File: config.mk
export PLATFORM = sky130hd
export DESIGN_NAME = vtf_adder_tree_flat
export DESIGN_NICKNAME = d
export VERILOG_FILES = /design/src/hdl/vtf_pkg.sv /design/src/hdl/vtf_if.sv /design/src/hdl/vtf_adder_tree.sv /design/src/flat_wrapper.sv
export SDC_FILE = /design/constraint.sdc
export NUM_CORES = 1
export LEC_CHECK = 0
export BUFFER_PORTS_ARGS = -buffer_cell sky130_fd_sc_hd__buf_4
export CORE_AREA = 5 5 245 247
export DETAILED_ROUTE_END_ITERATION = 7
export DIE_AREA = 0 0 250 252
export PLACE_DENSITY = 0.78
export SKIP_LAST_GASP = 1
export SLEW_MARGIN = 30
export SYNTH_ARGS = -nofsm -noshare
export SYNTH_HDL_FRONTEND = slang
export SYNTH_SLANG_ARGS = --single-unit
File: constraint.sdc
create_clock -name clk_i -period 6.6 [get_ports clk_i]
set_clock_uncertainty 0.15 [all_clocks]
set_input_delay 0 -clock clk_i [delete_from_list [all_inputs] [get_ports clk_i]]
set_output_delay 0 -clock clk_i [all_outputs]
set_load 0.03 [all_outputs]
File: src/hdl/vtf_pkg.sv
// Shared types and constants for the fixed-point vertex transform block.
package vtf_pkg;

  // Matrix geometry: a 4x4 matrix stored column-major.
  localparam int unsigned DIM     = 4;
  localparam int unsigned ENTRIES = DIM * DIM;
  localparam int unsigned IDX_W   = 4;

  // Signed 16.16 fixed-point word and its unit value.
  localparam int unsigned FIX_W   = 32;
  typedef logic signed [FIX_W-1:0] fix_t;
  localparam fix_t FIX_ONE = 32'sh0001_0000;

  // Fractional bits dropped from each full product.
  localparam int unsigned FRAC_W = 16;

  // Request function codes.
  typedef enum logic {
    FUNC_LOAD  = 1'b0,
    FUNC_XFORM = 1'b1
  } func_e;

  // One matrix entry write.
  typedef struct packed {
    logic             en;
    logic [IDX_W-1:0] idx;
    fix_t             data;
  } mat_wr_t;

endpackage

File: src/hdl/vtf_if.sv


interface vtf_rsp_if;
  logic                valid;
  logic                ready;
  logic signed [31:0]  out_x;
  logic signed [31:0]  out_y;
  logic signed [31:0]  out_z;
  logic signed [31:0]  out_w;

  modport source (
    output valid, out_x, out_y, out_z, out_w,
    input  ready
  );
  modport sink (
    input  valid, out_x, out_y, out_z, out_w,
    output ready
  );
endinterface

File: src/hdl/vtf_adder_tree.sv
// Second and third pipeline stages: pairwise row sums, then final sums.
module vtf_adder_tree (
  input  logic          clk_i,
  input  logic          rst_ni,
  input  logic          valid_i,
  output logic          ready_o,
  input  vtf_pkg::fix_t prod_i [vtf_pkg::ENTRIES],
  vtf_rsp_if.source     rsp_o
);

  localparam int unsigned Pairs = 2 * vtf_pkg::DIM;

  logic          s2_valid_q;
  vtf_pkg::fix_t s2_sum_q [Pairs];
  logic          s3_valid_q;
  vtf_pkg::fix_t s3_sum_q [vtf_pkg::DIM];
  logic          s2_adv;
  logic          s3_adv;

  // Each stage moves when empty or when the next one moves.
  assign s3_adv  = !s3_valid_q || rsp_o.ready;
  assign s2_adv  = !s2_valid_q || s3_adv;
  assign ready_o = s2_adv;

  // Valid bits travel with the data.
  always_ff @(posedge clk_i or negedge rst_ni) begin
    if (!rst_ni) begin
      s2_valid_q <= 1'b0;
      s3_valid_q <= 1'b0;
    end else begin
      if (s2_adv) begin
        s2_valid_q <= valid_i;
      end
      if (s3_adv) begin
        s3_valid_q <= s2_valid_q;
      end
    end
  end

  // Row r: columns 0+1 and columns 2+3 are summed first, wrapping at 32 bits.
  for (genvar r = 0; r < vtf_pkg::DIM; r++) begin : g_row
    always_ff @(posedge clk_i) begin
      if (s2_adv && valid_i) begin
        s2_sum_q[2*r]   <= prod_i[r] + prod_i[vtf_pkg::DIM + r];
        s2_sum_q[2*r+1] <= prod_i[2*vtf_pkg::DIM + r] + prod_i[3*vtf_pkg::DIM + r];
      end
      if (s3_adv && s2_valid_q) begin
        s3_sum_q[r] <= s2_sum_q[2*r] + s2_sum_q[2*r+1];
      end
    end
  end

  assign rsp_o.valid = s3_valid_q;
  assign rsp_o.out_x = s3_sum_q[0];
  assign rsp_o.out_y = s3_sum_q[1];
  assign rsp_o.out_z = s3_sum_q[2];
  assign rsp_o.out_w = s3_sum_q[3];

  // A full middle stage with room ahead always moves into the output stage.
  a_mid_moves: assert property (@(posedge clk_i) disable iff (!rst_ni)
    (s2_valid_q && s3_adv) |=> s3_valid_q)
    else $error("partial sums did not reach the output stage");

  // A waiting result keeps its sums; the x and w sums are checked.
  a_out_hold: assert property (@(posedge clk_i) disable iff (!rst_ni)
    (s3_valid_q && !rsp_o.ready) |=> $stable(s3_sum_q[0]) && $stable(s3_sum_q[3]))
    else $error("output sums changed while stalled");

endmodule

File: src/flat_wrapper.sv
// flat-port wrapper written by rule: the top's interface ports become plain ports
module vtf_adder_tree_flat 
  (clk_i, rst_ni, valid_i, ready_o, prod_i, rsp_o_valid, rsp_o_out_x, rsp_o_out_y, rsp_o_out_z, rsp_o_out_w, rsp_o_ready);
  vtf_rsp_if rsp_o_i ();
  input  logic clk_i;
  input  logic rst_ni;
  input  logic valid_i;
  output logic ready_o;
  input  vtf_pkg::fix_t prod_i[vtf_pkg::ENTRIES];
  output wire logic [$bits(rsp_o_i.valid)-1:0] rsp_o_valid;
  output wire logic [$bits(rsp_o_i.out_x)-1:0] rsp_o_out_x;
  output wire logic [$bits(rsp_o_i.out_y)-1:0] rsp_o_out_y;
  output wire logic [$bits(rsp_o_i.out_z)-1:0] rsp_o_out_z;
  output wire logic [$bits(rsp_o_i.out_w)-1:0] rsp_o_out_w;
  input wire logic [$bits(rsp_o_i.ready)-1:0] rsp_o_ready;
  assign rsp_o_valid = rsp_o_i.valid;
  assign rsp_o_out_x = rsp_o_i.out_x;
  assign rsp_o_out_y = rsp_o_i.out_y;
  assign rsp_o_out_z = rsp_o_i.out_z;
  assign rsp_o_out_w = rsp_o_i.out_w;
  assign rsp_o_i.ready = rsp_o_ready;
  vtf_adder_tree u_core (.clk_i(clk_i), .rst_ni(rst_ni), .valid_i(valid_i), .ready_o(ready_o), .prod_i(prod_i), .rsp_o(rsp_o_i));
endmodule
==> results.json <==
{
  "regArea_um2": 11580,
  "swShare_pct": 34.71,
  "cts_tree": "done",
  "synth-simple-area-share_pct": 10.04,
  "yosysSeqAreaShare_pct": 39.76,
  "die_w_um": 250,
  "vias": 29561,
  "area_growth_pct": 48.77,
  "async_flop_share_pct": 0.5181,
  "power.share.sequential_pct": 32.5,
  "antenna_left": 0,
  "gp_congestion": 0.9435,
  "synth_mux_area_share_pct": 0,
  "required_ns": 6.78,
  "endpoint_kind": "flop",
  "rsz0062_at_grt": "no",
  "grt_max_degree": 169,
  "first_iter_violations": 2265,
  "synth.net_count": 3656,
  "drive_gt1_share_pct": 17.85,
  "slew_violations": 0,
  "dr_wl_met3_mm": 10.07,
  "startpoint_type": "input pin",
  "antenna_found_initial": 7,
  "insertion_delay_ns": 0.57,
  "p_int_mw": 7.094,
  "synth_seq_cells": 386,
  "maxSlewHeadroom_pct": 32.52,
  "io_buffers": 645,
  "synth_area_um2": 29130,
  "p_per_area_nw_per_um2": 250.7,
  "tightest_slew_ns": 1.012,
  "finalHoldViolCount": 0,
  "synth_fa_ha_area_share_pct": 16.80,
  "post-cts-setup-buffers": 0,
  "cts.repair.resized": 0,
  "setup_viol_count_final": 0,
  "fill_cells": 3409,
  "setup_tns_ns": 0,
  "synth_top_area_cell": "edfxtp_1",
  "cap_violations": 0,
  "coreArea_um2": 57370,
  "path_class": "input pin to flop",
  "place_hpwl_mm": 71.29,
  "start_util_pct": 50.78,
  "floorplan.die_area_um2": 63000,
  "dr_wl_met2_mm": 55.50,
  "cts_buffer_depth": 3,
  "wl_per_cell_um": 22.58,
  "ios": 646,
  "clock.fmax_mhz": 218.3,
  "synth_xor_area_share_pct": 10.40,
  "p_leak_nw": 19.15,
  "drt_wl_total_mm": 111.2,
  "synth_top_family_by_area": "compound AO/OA/AOI/OAI gates",
  "grt_usage_pct": 33.49,
  "first_global_vias": 30885,
  "drtPass1Iterations": 8,
  "synthFlopType": "edfxtp_1",
  "ys_types": 75,
  "top_layer": "met4",
  "drc": 0,
  "htree_levels": 2,
  "synth_edf_count": 384,
  "holdCritPathClass": "input pin to flop",
  "cts_hold_buf": 702,
  "viasPerCell": 6.005,
  "combPwrFrac_pct": 44.5,
  "grt_overflow": 0,
  "clkSinkCount": 386,
  "die_h_um": 252,
  "ir_worst_vdd_uv": 189.0,
  "numCtsBuffers": 43,
  "clock_power_share_pct": 23.0,
  "ys.warnings.count": 0,
  "cts-root-buf": "clkbuf_16",
  "synthTopCellsByArea": "edfxtp_1 (40%), ha_1 (16%), xnor2_1 (6.7%)",
  "postSynthCellCount": 2756,
  "crit_path_max_fanout": 4,
  "fp-row-count": 88,
  "outcome": "finished, final reports clean",
  "fin_crit_sh_pct": 69.39,
  "grt_pass1_wl_mm": 169.5,
  "syn_avg_cell_area_um2": 10.57,
  "worst_slack_ns": 2.020,
  "period_minus_slack_ns": 4.580,
  "critical_path_arrival_ns": 4.76,
  "wl_met1_mm": 37.77,
  "nNetsFinal": 5014,
  "post-place-ws_ns": 2.763,
  "synth_compound_area_share_pct": 21.81,
  "power_switching_mw": 3.771,
  "multiInputGateArea_um2": 17210,
  "clk_pin_slew_worst_paths_ns": 0.07,
  "yosysTopAreaCellShare_pct": 39.59
}
## cell usage in the layout, fill, tap and decap left out, types with 53 or more instances in the layout
cell	netlist	layout
dlygate4sd3_1	0	702
ha_1	372	372
buf_4	0	647
edfxtp_1	384	384
a21oi_1	297	297
nand3_1	53	53
inv_1	54	54
nand2_1	134	134
nor2_1	135	135
a21o_1	239	239
xnor2_1	222	222
xor2_1	124	124
o21ai_0	106	106
## Yosys cell counts, drive strengths merged, types with 11 or more instances
cell type and instances:
nor2b 35, a2111oi 13, a211oi 23, nand4 35, or3 11, and2 15, nor3 40, xor2 124
a21oi 297, a221o 12, inv 54, and3 39, nor2 135, o211ai 19, xnor2 222, edfxtp 384
a31oi 36, o21ai 138, nand3 53, fa 12, o21a 43, clkbuf 38, ha 372, nand2b 48
o21bai 39, a21o 239, nand2 134
## flip-flops by register name, indices dropped and copies added, names as in the netlist
name / flops
u_core.s2_sum_q: 256
u_core.s3_sum_q: 128
u_core.rsp_o.valid: 1
u_core.s2_valid_q: 1
## area by class of cell
type,count,area share [%]
clock buffers,51,2.651
flip-flops and latches,386,26.73
repair buffers,1351,27.50
well taps,765,2.209
clock inverters,26,0.6699
inverters,54,0.4677
diodes,12,0.06930
multi-input cells,2278,39.71
## path summary, 6_finish.rpt
check,start,endpoint,cells after the start,slack [ns]
min reg2reg,u_core.s2_valid_q,u_core.rsp_o.valid,1,0.35
max in group asynchronous,rst_ni,u_core.s2_valid_q,3,5.98
min in group asynchronous,rst_ni,u_core.rsp_o.valid,3,0.19
max reg2reg,u_core.s2_sum_q[0][64],u_core.s3_sum_q[1][28],12,2.68
min,prod_i[377],u_core.s2_sum_q[0][26],4,0.02
max,prod_i[194],u_core.s2_sum_q[0][125],14,2.02
## logic make-up (layout without fill, tap and decap cells)
logic type | count (synthesis) | after routing
fa+ha+maj | 384 | 384
other cells | 0 | 12
compound gates | 963 | 963
xor+xnor | 346 | 346
buf+inv | 92 | 1482
simple gates | 585 | 585
flops | 386 | 386
## worst max-delay path: stages
cell	delay, ns
dlygate4sd3_1	0.55
buf_4	0.14
ha_1	0.29
dlygate4sd3_1	0.60
a21oi_1	0.27
o211ai_1	0.19
a41oi_1	0.75
o2111ai_1	0.27
o211ai_1	0.27
o21ai_1	0.24
a21bo_2	0.27
a21oi_1	0.24
xnor2_1	0.10
dlygate4sd3_1	0.56
## routing by layer
metal  track usage, %  up-vias
met2            60.51     1799
met5                0        -
li1                 -    13317
met4            19.93        0
met1            35.92    13933
met3            7.473      512
## power by group through the flow
stage | clock network (mW) | logic (mW) | registers, mW
after floorplan | 0 | 2.26 | 3.92
after global placement | 0 | 3.83 | 3.55
after detailed placement | 0 | 3.88 | 3.56
after CTS | 2.51 | 4.60 | 3.51
after global routing | 2.62 | 5.15 | 3.56
final | 2.50 | 4.84 | 3.53
## per-stage QoR
step,hold slack (ns),utilization (%),std cells,instance area (um2),power (mW)
floorplan,-0.4456,-,2756,29130,6.180
global placement,-0.3646,60.72,4132,34830,7.377
detailed placement,-0.3628,60.73,4132,34840,7.438
CTS,0.002201,75.49,4911,43300,10.62
global route,0.04175,75.51,4916,43320,11.33
finish,0.02451,75.54,4923,43330,10.87
Power figures use the tool's default switching activity.
